`config.mk`:
```
export PLATFORM = sky130hd
export DESIGN_NAME = q2e_cordic_cell
export DESIGN_NICKNAME = d
export VERILOG_FILES = /design/src/q2e_pkg.sv /design/src/q2e_cordic_cell.sv
export SDC_FILE = /design/constraint.sdc
export NUM_CORES = 1
export LEC_CHECK = 0
export BUFFER_PORTS_ARGS = -buffer_cell sky130_fd_sc_hd__buf_2
export CORE_AREA = 2 2 251 253
export CTS_CLUSTER_SIZE = 25
export DETAILED_ROUTE_END_ITERATION = 10
export DIE_AREA = 0 0 253 255
export PLACE_DENSITY_LB_ADDON = 0.15
export SYNTH_ARGS = -nofsm -noshare
export SYNTH_HDL_FRONTEND = slang
export SYNTH_SLANG_ARGS = --single-unit
```
`constraint.sdc`:
```
create_clock -name clk -period 3.06 [get_ports clk]
set_input_delay 0.306 -clock clk [delete_from_list [all_inputs] [get_ports clk]]
set_output_delay 0.306 -clock clk [all_outputs]
set_load 0.01 [all_outputs]
```
`src/q2e_pkg.sv`:
```
// Package for the quaternion to Z-Y-X Euler angle block: widths, types, arctangent table.
`default_nettype none
package q2e_pkg;

  localparam int DEF_CORDIC_STAGES = 16;
  localparam int ATAN_LEN          = 24;
  localparam int SUM_W             = 35;  // Q2.30 sums, doubled, with headroom
  localparam int CW                = 37;  // CORDIC vector coordinate width
  localparam int AW                = 32;  // CORDIC angle, 2^31 = pi
  localparam int SQ_W              = 62;  // square root remainder and root
  localparam int SQRT_STAGES       = 31;  // one root bit per cell
  localparam int LANES             = 3;

  localparam int LANE_YAW   = 0;
  localparam int LANE_PITCH = 1;
  localparam int LANE_ROLL  = 2;

  localparam logic signed [15:0] HALF_PI_BAM = 16'sd16384;

  typedef logic [AW-1:0] atan_tab_t [ATAN_LEN];

  // arctangent of 2^-i, scale 2^31 = pi
  localparam atan_tab_t ATAN_TAB = '{
    32'd536870912, 32'd316933406, 32'd167458907, 32'd85004756, 32'd42667331,
    32'd21354465, 32'd10680862, 32'd5340245, 32'd2670675, 32'd1335087,
    32'd667544, 32'd333772, 32'd166886, 32'd83443, 32'd41721, 32'd20860,
    32'd10430, 32'd5215, 32'd2607, 32'd1303, 32'd651, 32'd325, 32'd162,
    32'd81
  };

  typedef struct packed {
    logic signed [CW-1:0] x;
    logic signed [CW-1:0] y;
    logic [AW-1:0]        z;
    logic                 zero;
  } cordic_lane_t;

  typedef struct packed {
    logic clamped;
    logic neg;
  } pitch_side_t;

  typedef struct packed {
    logic [SQ_W-1:0] rem;
    logic [SQ_W-1:0] res;
  } sqrt_data_t;

  typedef struct packed {
    logic signed [SUM_W-1:0] sr;
    logic signed [SUM_W-1:0] cr;
    logic signed [SUM_W-1:0] sy;
    logic signed [SUM_W-1:0] cy;
    logic signed [SUM_W-1:0] sp;
    pitch_side_t             ps;
  } sqrt_side_t;

endpackage
`default_nettype wire

```
`src/q2e_cordic_cell.sv`:
```
// One CORDIC vectoring micro-rotation for the yaw, pitch and roll lanes.
`default_nettype none
module q2e_cordic_cell
  import q2e_pkg::*;
#(
  parameter int I = 0
) (
  input  wire                           clk,
  input  wire                           rst_n,
  input  wire                           en,
  input  wire                           valid_in,
  input  cordic_lane_t [LANES-1:0]      lane_in,
  input  pitch_side_t                   side_in,
  output logic                          valid_out,
  output cordic_lane_t [LANES-1:0]      lane_out,
  output pitch_side_t                   side_out
);

  localparam logic [AW-1:0] ATAN_I = ATAN_TAB[I];

  logic                     valid_r;
  cordic_lane_t [LANES-1:0] lane_r, lane_nxt;
  pitch_side_t              side_r;
  logic signed [CW-1:0]     xs [LANES];
  logic signed [CW-1:0]     ys [LANES];

  // rotate towards the x axis
  always_comb begin
    for (int l = 0; l < LANES; l++) begin
      xs[l] = lane_in[l].x >>> I;
      ys[l] = lane_in[l].y >>> I;
      lane_nxt[l].zero = lane_in[l].zero;
      if (!lane_in[l].y[CW-1]) begin
        lane_nxt[l].x = lane_in[l].x + ys[l];
        lane_nxt[l].y = lane_in[l].y - xs[l];
        lane_nxt[l].z = lane_in[l].z + ATAN_I;
      end else begin
        lane_nxt[l].x = lane_in[l].x - ys[l];
        lane_nxt[l].y = lane_in[l].y + xs[l];
        lane_nxt[l].z = lane_in[l].z - ATAN_I;
      end
    end
  end

  always_ff @(posedge clk) begin
    if (!rst_n) begin
      valid_r <= 1'b0;
    end else if (en) begin
      valid_r <= valid_in;
    end
  end

  always_ff @(posedge clk) begin
    if (en) begin
      lane_r <= lane_nxt;
      side_r <= side_in;
    end
  end

  assign valid_out = valid_r;
  assign lane_out  = lane_r;
  assign side_out  = side_r;

endmodule
`default_nettype wire

```
==> impl_metrics.env <==
export IMPL_grt_max_degree=91
export IMPL_cts_made_buffers=39
export IMPL_grt_overflow=0
export IMPL_synth_common_cells="a21oi_1, ha_1, inv_1"
export IMPL_nets=5274
export IMPL_drt_wl_total_um=111000
export IMPL_async_flop_share_pct=0
export IMPL_switching_share_pct=35.2
export IMPL_netlist_area_um2=28900
export IMPL_holdPathStages=2
export IMPL_synth_area_leaders="edfxtp_1, ha_1, a21oi_1, xnor2_1, inv_1"
export IMPL_synth_edf_count=320
export IMPL_synthXorXnorAreaFrac_pct=6.42
export IMPL_die_w_um=253
export IMPL_path_delay_family="compound AO/OA/AOI/OAI gates"
export IMPL_yosysTopAreaCellShare_pct=33.2
export IMPL_layout_min_cycle_time_ns=2.96
export IMPL_yosysMostFrequentCell="a21oi_1"
export IMPL_dp_cells=5249
export IMPL_crit_chain="buf_2 -> ha_2 -> fa_2 -> nor3b_2 -> o311ai_2 -> a21boi_2 -> nor3_2 -> o211ai_2 -> a311oi_2 -> o21ai_1 -> a21o_1 -> a2111oi_4 -> a2111oi_2"
export IMPL_r2r_end="valid_out"
export IMPL_syn_nets=3962
export IMPL_crit_path_end_kind="flip-flop"
export IMPL_synth_top_family_by_area="compound AO/OA/AOI/OAI gates"
export IMPL_synth_warnings=0
export IMPL_wire_per_inst_um=20.4
export IMPL_power_share_combinational_pct=39.5
export IMPL_stdcell_area_um2=40100
export IMPL_rows=92
export IMPL_path_depth=13
export IMPL_placedInstanceArea_um2=37800
export IMPL_hold_viol_final=0
export IMPL_clk_latency_ns=0.59
export IMPL_rsz0062_at_grt="false"
export IMPL_synth_cell_type_count=101
export IMPL_p_leak_nw=19.0
export IMPL_dieHeight_um=255
export IMPL_first_iter_violations=2640
export IMPL_antenna_found_initial=24
export IMPL_synth_compound_area_share_pct=23.5
export IMPL_clk_pin_slew_worst_paths_ns=0.06
export IMPL_slew_viol_final=0
export IMPL_worstHoldEndpoint="lane_out[244]"
export IMPL_area_growth_pct=38.7
export IMPL_fillers=5348
export IMPL_detail_route_antenna_nets=0
export IMPL_final_layout_size_suffix_gt1_share_pct=31.4
export IMPL_h_tree_depth=2
export IMPL_synthAdderAreaFrac_pct=15.9
export IMPL_fmax_ghz=0.337
export IMPL_crit_buf_inv=1
export IMPL_io_buffers=650
export IMPL_coreArea_um2=62200
export IMPL_vias_per_cell=5.54
export IMPL_synthFlopType="edfxtp_1"
export IMPL_synth_mux_area_share_pct=1.85
export IMPL_r2r_start="valid_out"
export IMPL_grtUsageTotal_pct=32.8
export IMPL_clk_path_buf_depth=3
export IMPL_hold_start="lane_in[244]"
export IMPL_start_util_pct=46.6
export IMPL_num_vias=30100
export IMPL_yosysSeqAreaShare_pct=33.3
export IMPL_p_total_mw=17.5
export IMPL_path_max_fanout=3
export IMPL_clock_skew_ns=0
export IMPL_ios=651
export IMPL_syn_area_per_cell_um2=8.84
export IMPL_min_path_type="input pin to flip-flop"
export IMPL_switching_power_mw=6.18
export IMPL_status="completed"
export IMPL_setup_viol=0
export IMPL_drc=0
export IMPL_p_int_mw=11.4
export IMPL_worstPathArrival_ns=3.28
export IMPL_fin_cells=5432
export IMPL_gp_routability_congestion=1.01
export IMPL_ff2ff_setup_slack_ns=1.85
export IMPL_synth_cells=3275
export IMPL_clockPowerShare_pct=26.8
export IMPL_relSlewSlack_pct=30.4
export IMPL_die_area_um2=64500
export IMPL_worst_slew_pin_slew_ns=1.04
export IMPL_drt_pre_antenna_iters=7
export IMPL_synth_simple_area_share_pct=12.4
export IMPL_cts_root_buf="clkbuf_16"
export IMPL_synth_top_area_cell="edfxtp_1"
export IMPL_grt_pass1_wl_um=165000
export IMPL_peakVddDrop_v=0.000413
export IMPL_grt_pass1_vias=29200
export IMPL_whs_ns=0.0266
export IMPL_critPathLaunchType="input pin"
export IMPL_max_stage_delay_ns=0.38
export IMPL_seqPwrFrac_pct=33.7
export IMPL_synth_seq_cells=321
export IMPL_max_cap_violations=0
export IMPL_p_per_area_nw_per_um2=437
export IMPL_period_share_pct=96.9
export IMPL_crit_slowest_cell="o311ai_2"
export IMPL_cts_tree="built"
export IMPL_critical_path_class="input pin to flip-flop"
export IMPL_r2r_cells=3
export IMPL_worstPathRequired_ns=3.38
export IMPL_cts_sinks=321
export IMPL_dp_final_hpwl_um=88800
[how the worst max path moves through the flow]
stage	slack (ns)	endpoint	start
after floorplan	0.02	lane_out[272]	lane_in[254]
after global placement	-0.52	lane_out[103]	lane_in[37]
after detailed placement	-0.55	lane_out[317]	lane_in[248]
after CTS	0.1	lane_out[103]	lane_in[37]
after global routing	0.002	lane_out[314]	lane_in[255]
final	0.1	lane_out[283]	lane_in[247]
[metal layers]
metal  wire length, um  global-route usage [%]  vias to the layer above
met5                77                       0                        -
met4              4120                    12.7                       12
met3              9570                    7.20                      239
met2             52100                    54.8                     1378
met1             44700                    41.5                    14100
li1                  -                       -                    14400
[sequential cells by signal (all words and copies together), names as in the netlist]
register	count
lane_out	318
side_out	2
valid_out	1
[placed cells by master (no fill, tap or decap), drive strengths merged, types with 11 or more instances in the layout]
master / instances
a21o: 81
and2: 16
o221ai: 13
nor3: 57
nand2: 159
fa: 12
buf: 1319
clkbuf: 46
or3: 16
a221oi: 11
xnor2: 179
o21ai: 220
nor2b: 43
diode: 17
inv: 350
o211ai: 20
mux2i: 49
and3: 18
nand2b: 24
nand4: 40
a2111oi: 15
o21a: 21
clkinv: 26
a211oi: 41
o21bai: 82
o31ai: 40
ha: 348
dlygate4sd3: 96
a21boi: 11
a31oi: 30
a21oi: 412
nand3: 48
nor2: 256
nor4: 33
edfxtp: 320
xor2: 33
[worst register-to-register path: cells and delay by family, from the launching register on]
family / cells / cell delay (ns)
buffers and inverters: 1 / 0.56
DFF: 1 / 0.32
muxes: 1 / 0.15
and+or+nand+nor: 1 / 0.08
[area by class of cell]
class                           instances  area [um2]  area share (%)
Multi-Input combinational cell       2454       17500            43.7
Sequential cell                       321        9630            24.0
Timing Repair Buffer                 1415        9320            23.2
Inverter                              356        1340            3.33
Clock buffer                           46        1000            2.50
Tap cell                              799        1000            2.49
Clock inverter                         24         285           0.711
Antenna cell                           17        42.5           0.106
[power groups by stage]
stage	Sequential (mW)	Clock [mW]	Combinational, mW
floorplan	6.28	0	3.09
global placement	5.99	0	6.64
detailed placement	5.98	0	6.65
CTS	5.91	4.79	6.80
global route	5.97	4.93	7.47
finish	5.92	4.69	6.93
[timing repair]
item | in CTS | in global routing
setup endpoints to repair | 1 | 37
resized for setup | 1 | 24
hold buffers | 96 | 0
setup buffers | 0 | 0
hold endpoints to repair | 95 | 0
[logic make-up after synthesis]
family          Yosys count
compound gates         1083
xor+xnor                212
mux                      52
fa+ha+maj               360
flops                   321
buf+inv                 500
simple gates            747
[stage by stage]
step	setup slack, ns	utilization (%)	setup TNS [ns]
2_1_floorplan	0.0151	-	0
3_3_place_gp	-0.521	60.7	-29.49
3_5_place_dp	-0.545	60.7	-33.90
4_1_cts	0.0952	64.4	0
5_1_grt	0.00246	64.6	0
6_report	0.0964	64.6	0
Note: power is estimated with default switching activity, not from simulation.
