$ cat config.mk
export PLATFORM = sky130hd
export DESIGN_NAME = q2e_sqrt_cell
export DESIGN_NICKNAME = d
export VERILOG_FILES = /design/src/q2e_pkg.sv /design/src/q2e_sqrt_cell.sv
export SDC_FILE = /design/constraint.sdc
export NUM_CORES = 1
export LEC_CHECK = 0
export BUFFER_PORTS_ARGS = -buffer_cell sky130_fd_sc_hd__buf_2
export CORE_AREA = 2 2 238 240
export CTS_CLUSTER_SIZE = 16
export DETAILED_ROUTE_END_ITERATION = 10
export DIE_AREA = 0 0 240 242
export GPL_TIMING_DRIVEN = 0
export PLACE_DENSITY = 0.51
export SYNTH_ARGS = -nofsm -noshare
export SYNTH_HDL_FRONTEND = slang
export SYNTH_SLANG_ARGS = --single-unit
$ cat constraint.sdc
create_clock -name clk -period 3.8 [get_ports clk]
set_input_delay 0.19 -clock clk [delete_from_list [all_inputs] [get_ports clk]]
set_output_delay 0.19 -clock clk [all_outputs]
set_load 0.01 [all_outputs]
$ cat src/q2e_pkg.sv
// Package for the quaternion to Z-Y-X Euler angle block: widths, types, arctangent table.
`default_nettype none
package q2e_pkg;

  localparam int DEF_CORDIC_STAGES = 16;
  localparam int ATAN_LEN          = 24;
  localparam int SUM_W             = 35;  // Q2.30 sums, doubled, with headroom
  localparam int CW                = 37;  // CORDIC vector coordinate width
  localparam int AW                = 32;  // CORDIC angle, 2^31 = pi
  localparam int SQ_W              = 62;  // square root remainder and root
  localparam int SQRT_STAGES       = 31;  // one root bit per cell
  localparam int LANES             = 3;

  localparam int LANE_YAW   = 0;
  localparam int LANE_PITCH = 1;
  localparam int LANE_ROLL  = 2;

  localparam logic signed [15:0] HALF_PI_BAM = 16'sd16384;

  typedef logic [AW-1:0] atan_tab_t [ATAN_LEN];

  // arctangent of 2^-i, scale 2^31 = pi
  localparam atan_tab_t ATAN_TAB = '{
    32'd536870912, 32'd316933406, 32'd167458907, 32'd85004756, 32'd42667331,
    32'd21354465, 32'd10680862, 32'd5340245, 32'd2670675, 32'd1335087,
    32'd667544, 32'd333772, 32'd166886, 32'd83443, 32'd41721, 32'd20860,
    32'd10430, 32'd5215, 32'd2607, 32'd1303, 32'd651, 32'd325, 32'd162,
    32'd81
  };

  typedef struct packed {
    logic signed [CW-1:0] x;
    logic signed [CW-1:0] y;
    logic [AW-1:0]        z;
    logic                 zero;
  } cordic_lane_t;

  typedef struct packed {
    logic clamped;
    logic neg;
  } pitch_side_t;

  typedef struct packed {
    logic [SQ_W-1:0] rem;
    logic [SQ_W-1:0] res;
  } sqrt_data_t;

  typedef struct packed {
    logic signed [SUM_W-1:0] sr;
    logic signed [SUM_W-1:0] cr;
    logic signed [SUM_W-1:0] sy;
    logic signed [SUM_W-1:0] cy;
    logic signed [SUM_W-1:0] sp;
    pitch_side_t             ps;
  } sqrt_side_t;

endpackage
`default_nettype wire

$ cat src/q2e_sqrt_cell.sv
// One cell of the pipelined integer square root: settles one root bit.
`default_nettype none
module q2e_sqrt_cell
  import q2e_pkg::*;
#(
  parameter int K = 0
) (
  input  wire         clk,
  input  wire         rst_n,
  input  wire         en,
  input  wire         valid_in,
  input  sqrt_data_t  data_in,
  input  sqrt_side_t  side_in,
  output logic        valid_out,
  output sqrt_data_t  data_out,
  output sqrt_side_t  side_out
);

  localparam logic [SQ_W-1:0] BIT = SQ_W'(1) << (60 - 2 * K);

  logic       valid_r;
  sqrt_data_t data_r, data_nxt;
  sqrt_side_t side_r;
  logic [SQ_W-1:0] trial;

  // trial subtract of root plus current bit
  always_comb begin
    trial = data_in.res + BIT;
    if (data_in.rem >= trial) begin
      data_nxt.rem = data_in.rem - trial;
      data_nxt.res = (data_in.res >> 1) + BIT;
    end else begin
      data_nxt.rem = data_in.rem;
      data_nxt.res = data_in.res >> 1;
    end
  end

  always_ff @(posedge clk) begin
    if (!rst_n) begin
      valid_r <= 1'b0;
    end else if (en) begin
      valid_r <= valid_in;
    end
  end

  always_ff @(posedge clk) begin
    if (en) begin
      data_r <= data_nxt;
      side_r <= side_in;
    end
  end

  assign valid_out = valid_r;
  assign data_out  = data_r;
  assign side_out  = side_r;

endmodule
`default_nettype wire

==> flow_summary.yaml, run 1 <==
synthesis:
  yosysSeqAreaShare: 0.655
  ys_ff_latch: 302
  yosysUniqueCellTypes: 59
  syn_area_mm2: 0.0138
  synthCells: 1080
  post-synth-top-area-cell: "edfxtp_1"
  ys.flop_type: "edfxtp_1"
  synth_area_leaders: "edfxtp_1, ha_1, a21oi_1"
  synthArstFlopShare: 0
  syn-mean-instance-area_um2: 12.8
  synth_top_area_frac: 0.654
  syn_nets: 1448
  ys_warn_count: 0
  synth_edf_count: 301
detailed_routing:
  drc: 0
  wl_met2_um: 28600
  wirelength_um: 58500
  drt_iter0_drc: 580
  first_pass_iters: 6
  via_per_inst: 4.44
  antenna_left: 0
  route.detailed.wl_per_inst_um: 20.7
  wl_met3_um: 4800
  top_layer: "met5"
  met1Wirelength_um: 22800
  vias: 12500
pwr:
  ir_worst_vdd_mv: 0.304
  power.density_mw_per_mm2: 435
  power_mw: 9.63
  p_leak_nw: 9.55
critical_path:
  startpoint_type: "input pin"
  crit_chain: "dlygate4sd3_1, buf_2, inv_1, ha_1, nand4_1, nor3_1, a221oi_1, o21ai_1, a211oi_4, o21a_2, o22ai_2, a211oi_4, buf_12, buf_6, mux2_1"
  startpoint: "data_in[25]"
  criticalPathCategory: "in -> reg"
  cp.arrival_ns: 3.84
  r2r_start: "valid_out"
  crit_fanout: 10
  max_stage_delay_ns: 0.53
  end_kind: "flop"
  reg2reg_depth: 3
  crit_top_cell: "a211oi_4"
  crit_required_ns: 4.11
  critPathSlowestCell: "dlygate4sd3_1"
sta:
  slew_viol_final: 0
  setup-tns-final_ns: 0
  rsz0062_at_grt: "no"
  fmax_ghz: 0.283
  setup_viol: 0
  timing.hold.ws_ns: 0.0654
  tightest_slew_ns: 0.898
  worst_clock_skew_ns: 0
  period_minus_slack_ns: 3.53
  max_slew_margin: 0.400
  layout_setup_ws_ns: 0.268
  hold_viol_final: 0
  fin_crit_sh: 0.930
grt:
  grt_antenna_before_repair: 13
  grt_pass1_vias: 12900
  grt_start_max_net_pins: 99
  grt_pass1_wl_um: 83000
  grt_util_all_layers: 0.193
  grt-ovfl-total: 0
floorplanning:
  fp.dieW_um: 240
  ios: 607
  rows: 87
  die-area_mm2: 0.0581
  initial_utilization: 0.248
  coreArea_mm2: 0.0557
  die_y_um: 242
placed_design:
  port_buffers: 606
  place_inst: 2445
  post-place-ws_ns: -0.540
  routabilityCongestion: 0.848
  dpl_cell_area_mm2: 0.0179
  hpwl_um: 44300
min_path:
  hp-class: "in -> reg"
  hold_start: "en"
  holdPathStages: 1
clocking:
  cts_tree: "done"
  cts.sinks: 302
  clk_latency_ns: 0.56
  clkSlewWorstSetupHoldPaths_ns: 0.06
  cts_htree_levels: 2
  cts.path.max_buffers: 3
  cts-root-buf: "clkbuf_16"
  cts_buffers: 38
job:
  drv_cap: 0
final_layout:
  final_cell_mix: "buf_2, dlygate4sd3_1, edfxtp_1"
  layout_commonest_cell: "buf_2"
  area_growth_syn_to_layout_pct: 60.0
  fin_nets: 2400
  final_core_util: 0.397
  drive_gt1_frac: 0.334
  final_design_area_no_fill_mm2: 0.0221
  final_cells: 2822
run_status:
  status: "completed"
layer usage:
| layer | vias up | GRT usage |
|---|---|---|
| met2 | 460 | 0.334 |
| met4 | 14 | 0.0749 |
| met5 | - | 0 |
| met3 | 104 | 0.0603 |
| li1 | 5909 | - |
| met1 | 6041 | 0.221 |
critical path: cells and delay by family:
| kind | cells | cell delay (ns) |
|---|---|---|
| and+or+nand+nor | 2 | 0.24 |
| adders and majority gates | 1 | 0.38 |
| buffers and inverters | 5 | 1.04 |
| muxes | 1 | 0.35 |
| AOI/OAI and AO/OA | 6 | 1.63 |
Yosys cell counts (all sizes together) (17+ instances only):
master / number
o21ai: 95
o21bai: 27
nand4: 28
nand2: 106
clkbuf: 27
a21oi: 87
nor2: 37
buf: 17
inv: 86
xor2: 20
a21o: 25
ha: 62
edfxtp: 301
xnor2: 37
area by class of cell:
class,count,area (um2)
diodes,5,12.5
plain buffers,44,248
clock buffers,52,1000
clock inverters,17,149
fillers,5491,33600
inverters,86,323
multi-input cells,648,4210
flip-flops and latches,302,9060
well taps,756,946
repair buffers,912,6170
power by group:
group,internal [mW],total [mW],switching (mW)
logic,0.891,2.06,1.17
clock network,1.94,3.44,1.50
registers,4.05,4.13,0.0808
logic make-up after synthesis:
logic type	Yosys count	synth area share
simple gates	232	0.0778
fa+ha+maj	63	0.0576
buf+inv	130	0.0409
xor+xnor	57	0.0361
flops	302	0.655
compound gates	292	0.129
mux	4	0.00308
worst paths after layout:
check                      end  slack (ns)
setup / recovery  data_out[65]        0.27
hold / removal    side_out[92]        0.07
hold reg to reg      valid_out        1.06
setup reg to reg     valid_out        2.65
timing repair:
item / 4_1_cts / 5_1_grt
endpoints found under the hold margin: 302 / 0
endpoints found under the setup margin: 0 / 63
buffers inserted: 0 / 1
hold buffers: 302 / 0
gates resized for setup: 0 / 11
flip-flops by register name, summed over array words and instances, names as in the netlist:
| signal | cells |
|---|---|
| valid_out | 1 |
| data_out | 124 |
| side_out | 177 |
Power figures use the tool's default switching activity.
==> run 2: changes to the inputs <==
--- a/config.mk
+++ b/config.mk
@@ -6,12 +6,12 @@
 export NUM_CORES = 1
 export LEC_CHECK = 0
 export BUFFER_PORTS_ARGS = -buffer_cell sky130_fd_sc_hd__buf_2
-export CORE_AREA = 2 2 238 240
+export CORE_AREA = 3 3 233 235
 export CTS_CLUSTER_SIZE = 16
 export DETAILED_ROUTE_END_ITERATION = 10
-export DIE_AREA = 0 0 240 242
+export DIE_AREA = 0 0 236 238
 export GPL_TIMING_DRIVEN = 0
-export PLACE_DENSITY = 0.51
+export PLACE_DENSITY = 0.52
 export SYNTH_ARGS = -nofsm -noshare
 export SYNTH_HDL_FRONTEND = slang
 export SYNTH_SLANG_ARGS = --single-unit
==> run 2 against run 1 <==
Net effect: sequential power barely moved; via count is essentially flat; clock skew is the same; utilization is 2.5 points higher; worst setup slack worse by 0.12 ns; final area hardly changed; die area decreased by 3.3%; cell count decreased by 2.4%; sequential cell count did not move; critical path type unchanged; critical endpoint unchanged.
==> flow_summary.yaml, run 2 (synthesis results as in run 1) <==
final_layout:
  area_growth_syn_to_layout_pct: 60.1
  fin_nets: 2395
  drive_gt1_frac: 0.342
  final_cell_mix: "buf_2, edfxtp_1, dlygate4sd3_1"
  final_core_util: 0.422
  final_design_area_no_fill_mm2: 0.0221
  layout_commonest_cell: "buf_2"
  fill_cells: 5008
  final_cells: 2754
  largest_reg_flops: 177
pwr:
  comb_power_share: 0.210
  p_int_mw: 7.16
  power.density_mw_per_mm2: 449
  switchingPower_mw: 2.77
  p_leak_nw: 9.60
  power_mw: 9.93
  ir_worst_vdd_mv: 0.297
  p_seq_frac: 0.416
  p_clk_frac: 0.374
  switching_share: 0.279
sta:
  setup_viol: 0
  slew_viol_final: 0
  hold_viol_final: 0
  worst_clock_skew_ns: 0
  period_minus_slack_ns: 3.65
  setup-tns-final_ns: 0
  max_slew_margin: 0.370
  fmax_ghz: 0.274
  tightest_slew_ns: 0.945
  fin_crit_sh: 0.960
detailed_routing:
  drc: 0
  wirelength_um: 61800
  vias: 12500
  route.detailed.wl_per_inst_um: 22.4
  first_pass_iters: 4
  via_per_inst: 4.55
  drt_iter0_drc: 609
  antenna_left: 0
grt:
  grt_pass1_vias: 12900
  grt_start_max_net_pins: 116
  grt_pass1_wl_um: 87400
  grt_antenna_before_repair: 23
  grt_util_all_layers: 0.211
  grt-ovfl-total: 0
job:
  drv_cap: 0
critical_path:
  startpoint_type: "input pin"
  max_stage_delay_ns: 0.54
  startpoint: "data_in[81]"
  crit_fanout: 10
  end_kind: "flop"
  critPathSlowestCell: "dlygate4sd3_1"
  crit_chain: "dlygate4sd3_1, buf_2, ha_1, a21oi_1, o21ai_0, a21oi_1, nor2_1, a211oi_2, o21a_2, o22ai_2, a211oi_4, buf_12, buf_6, mux2_1"
  crit_required_ns: 4.07
  r2r_start: "valid_out"
  crit_top_cell: "a21oi_1"
  cp.arrival_ns: 3.92
  criticalPathCategory: "in -> reg"
clocking:
  clkSlewWorstSetupHoldPaths_ns: 0.06
  cts_buffers: 38
  cts_tree: "done"
  cts_htree_levels: 2
  cts.path.max_buffers: 3
  cts-root-buf: "clkbuf_16"
  cts.sinks: 302
  clk_latency_ns: 0.53
floorplanning:
  ios: 607
  coreArea_mm2: 0.0524
  rows: 84
  die-area_mm2: 0.0562
  initial_utilization: 0.264
  fp.dieW_um: 236
  die_y_um: 238
placed_design:
  place_inst: 2376
  routabilityCongestion: 0.896
  dpl_cell_area_mm2: 0.0178
  port_buffers: 606
  hpwl_um: 48200
min_path:
  hp-class: "in -> reg"
  hold_start: "data_in[121]"
run_status:
  status: "completed"
run 2: changes by cell type in the layout (fill, tap and decap cells not counted), sizes merged:
cell         previous run  this run
buf                   627       630
bufinv                  1         5
clkbuf                 79        67
clkinv                 13        15
clkinvlp                1         6
diode                   5        10
dlygate4sd3           302       296
inv                    88        87
run 2: power groups by stage:
stage	combinational, mW	clock, mW	sequential [mW]
after floorplan	0.712	0	4.37
after global placement	1.82	0	4.22
after detailed placement	1.83	0	4.19
after CTS	2.10	3.84	4.13
after global routing	2.27	3.98	4.16
final	2.09	3.71	4.13
run 2: area by class of cell:
cell class,instances,area [um2],area share
Clock buffer,42,987,0.0446
Inverter,86,323,0.0146
Timing Repair Buffer,910,6120,0.276
Buffer,41,236,0.0107
Tap cell,688,861,0.0389
Multi-Input combinational cell,648,4230,0.191
Antenna cell,10,25.0,0.00113
Sequential cell,302,9060,0.409
Clock inverter,27,293,0.0132
run 2: worst paths after layout:
path,endpoint,slack [ns],cells after the start
worst max-delay path,data_out[65],0.15,14
worst min-delay path,data_out[121],0.03,3
worst max register to register,valid_out,2.67,3
worst min register to register,valid_out,1.05,3
run 2: metal layers:
metal  up-vias  global-route usage  routed length [um]  share of wire
met5         -                   0                 103         0.0017
met4        16              0.0756                2080          0.034
met3        95              0.0711                4840          0.078
met2       433               0.352               29900           0.48
met1      6062               0.254               24800           0.40
li1       5912                   -                   -              -
run 2: per-stage QoR:
step	setup WS [ns]	hold WS, ns
after floorplan	0.833	0.289
after global placement	-2.10	0.367
after detailed placement	-0.646	0.368
after CTS	0.00554	0.000647
after global routing	-0.0148	0.0129
final	0.151	0.0311
run 2: critical path: cells and delay by family:
family / cells / cell delay, ns
multiplexers: 1 / 0.42
AO/OA/AOI/OAI: 7 / 1.84
AND/OR/NAND/NOR: 1 / 0.07
adder cells (fa/ha/maj): 1 / 0.36
buffers and inverters: 4 / 1.04
run 2: repair_timing:
action | CTS | global route
resized for setup | 1 | 11
endpoints found under the setup margin | 1 | 64
setup buffers | 0 | 5
cloned | 0 | 0
hold buffers | 296 | 0
pin swaps | 0 | 5
endpoints found under the hold margin | 296 | 0
==> run 3: changes to the inputs <==
--- a/config.mk
+++ b/config.mk
@@ -7,6 +7,7 @@
 export LEC_CHECK = 0
 export BUFFER_PORTS_ARGS = -buffer_cell sky130_fd_sc_hd__buf_2
 export CORE_AREA = 3 3 233 235
+export CTS_BUF_LIST = sky130_fd_sc_hd__clkbuf_16
 export CTS_CLUSTER_SIZE = 16
 export DETAILED_ROUTE_END_ITERATION = 10
 export DIE_AREA = 0 0 236 238
==> run 3 against run 2 <==
Net effect: first-iteration DRC count is 0.16% higher; power hardly changed; maximum frequency barely moved; via count up 0.10%; sequential share of layout area is the same; critical endpoint is now data_out[119]; highest routed layer unchanged.
==> flow_summary.yaml, run 3 (synthesis results as in run 1) <==
run_status:
  status: "completed"
detailed_routing:
  drt_iter0_drc: 610
  first_pass_iters: 4
  wirelength_um: 61900
  via_per_inst: 4.55
  route.detailed.wl_per_inst_um: 22.5
  vias: 12500
  antenna_left: 0
  drc: 0
grt:
  grt_pass1_wl_um: 87400
  grt_pass1_vias: 12900
  grt_util_all_layers: 0.211
  grt-ovfl-total: 0
  grt_start_max_net_pins: 116
  grt_antenna_before_repair: 23
pwr:
  p_clk_frac: 0.373
  power.density_mw_per_mm2: 449
  power_mw: 9.93
  comb_power_share: 0.211
  ir_worst_vdd_mv: 0.297
  p_int_mw: 7.15
  p_leak_nw: 9.61
  switching_share: 0.280
  switchingPower_mw: 2.78
  p_seq_frac: 0.416
sta:
  worst_clock_skew_ns: 0
  fin_crit_sh: 0.961
  tightest_slew_ns: 0.931
  period_minus_slack_ns: 3.65
  setup_viol: 0
  layout_setup_ws_ns: 0.147
  fmax_ghz: 0.274
  max_slew_margin: 0.379
  slew_viol_final: 0
  hold_viol_final: 0
clocking:
  cts.path.max_buffers: 3
  cts.sinks: 302
  cts_buffers: 38
  clk_latency_ns: 0.53
  cts-root-buf: "clkbuf_16"
  cts_tree: "done"
  clkSlewWorstSetupHoldPaths_ns: 0.06
  cts_htree_levels: 2
final_layout:
  final_cell_mix: "buf_2, edfxtp_1, dlygate4sd3_1"
  area_growth_syn_to_layout_pct: 60.1
  largest_reg_flops: 177
  drive_gt1_frac: 0.342
  layout_commonest_cell: "buf_2"
  fin_nets: 2395
job:
  drv_cap: 0
floorplanning:
  rows: 84
  coreArea_mm2: 0.0524
  die_y_um: 238
  ios: 607
  die-area_mm2: 0.0562
  fp.dieW_um: 236
  initial_utilization: 0.264
critical_path:
  crit_buf_inv: 3
  crit_top_cell: "a21oi_1"
  criticalPathCategory: "in -> reg"
  crit_required_ns: 4.15
  crit_fanout: 7
  startpoint: "data_in[10]"
  startpoint_type: "input pin"
  critPathSlowestCell: "o311ai_1"
  cp.arrival_ns: 4.01
  max_stage_delay_ns: 0.56
  r2r_start: "valid_out"
  end_kind: "flop"
  crit_chain: "dlygate4sd3_1, buf_2, inv_1, ha_1, and3_1, and2_1, a221o_1, o311a_1, o21ai_1, a21oi_1, o311ai_1, a21oi_1, o31ai_1"
  cpLargestDelayFamily: "compound AO/OA/AOI/OAI gates"
placed_design:
  port_buffers: 606
  hpwl_um: 48200
  routabilityCongestion: 0.896
  post-place-ws_ns: -0.646
min_path:
  hold_start: "data_in[121]"
  hp-class: "in -> reg"
-- run 3: changes by cell type in the layout (fill, tap and decap cells not counted), sizes merged --
cell	delta
clkbuf	-3
inv	+3
-- run 3: repair_timing --
item,in CTS,in global routing
hold buffers,296,0
endpoints found under the hold margin,296,0
setup buffers,0,5
gates resized for setup,1,11
setup endpoints to repair,1,64
pin swaps,0,5
-- run 3: routing by layer --
| metal | routed length (um) | up-vias | GRT usage |
|---|---|---|---|
| met5 | 103 | - | 0 |
| met4 | 2080 | 16 | 0.0756 |
| met3 | 4860 | 95 | 0.0711 |
| met2 | 29900 | 432 | 0.352 |
| met1 | 24900 | 6080 | 0.254 |
| li1 | - | 5908 | - |
-- run 3: path summary, 6_finish.rpt --
kind              slack (ns)  depth (start not counted)             to
hold reg to reg         1.05                          3      valid_out
setup reg to reg        2.67                          3      valid_out
hold / removal          0.02                          3  data_out[121]
setup / recovery        0.15                         13  data_out[119]
-- run 3: layout make-up --
cell class | count | area (um2)
multi-input combinational | 648 | 4230
fill | 5008 | 30300
sequential | 302 | 9060
clock buffer | 39 | 976
tap | 688 | 861
clock inverter | 30 | 304
antenna | 10 | 25.0
buffer | 41 | 236
inverter | 86 | 323
timing repair buffer | 910 | 6120
-- run 3: through the flow --
stage | utilization | setup TNS, ns | hold slack, ns | instances | instance area, um2
floorplan | - | 0 | 0.289 | 1080 | 13800
global placement | 0.338 | -623.82 | 0.367 | 2374 | 17700
detailed placement | 0.339 | -28.42 | 0.368 | 2376 | 17800
CTS | 0.420 | 0 | 0.000647 | 2741 | 22000
global route | 0.422 | -0.0207 | 0.0128 | 2750 | 22100
finish | 0.422 | 0 | 0.0165 | 2754 | 22100
-- run 3: power groups by stage --
stage          clock network (mW)  logic (mW)  registers, mW
4_1_cts                      3.83        2.10           4.13
2_1_floorplan                   0       0.712           4.37
3_5_place_dp                    0        1.83           4.19
5_1_grt                      3.97        2.27           4.16
3_3_place_gp                    0        1.82           4.22
6_report                     3.71        2.09           4.13
-- run 3: tightest hold or removal path, cell delays in order --
cell and delay, ns:
buf_2 0.11, nand2_1 0.05, o31ai_1 0.09
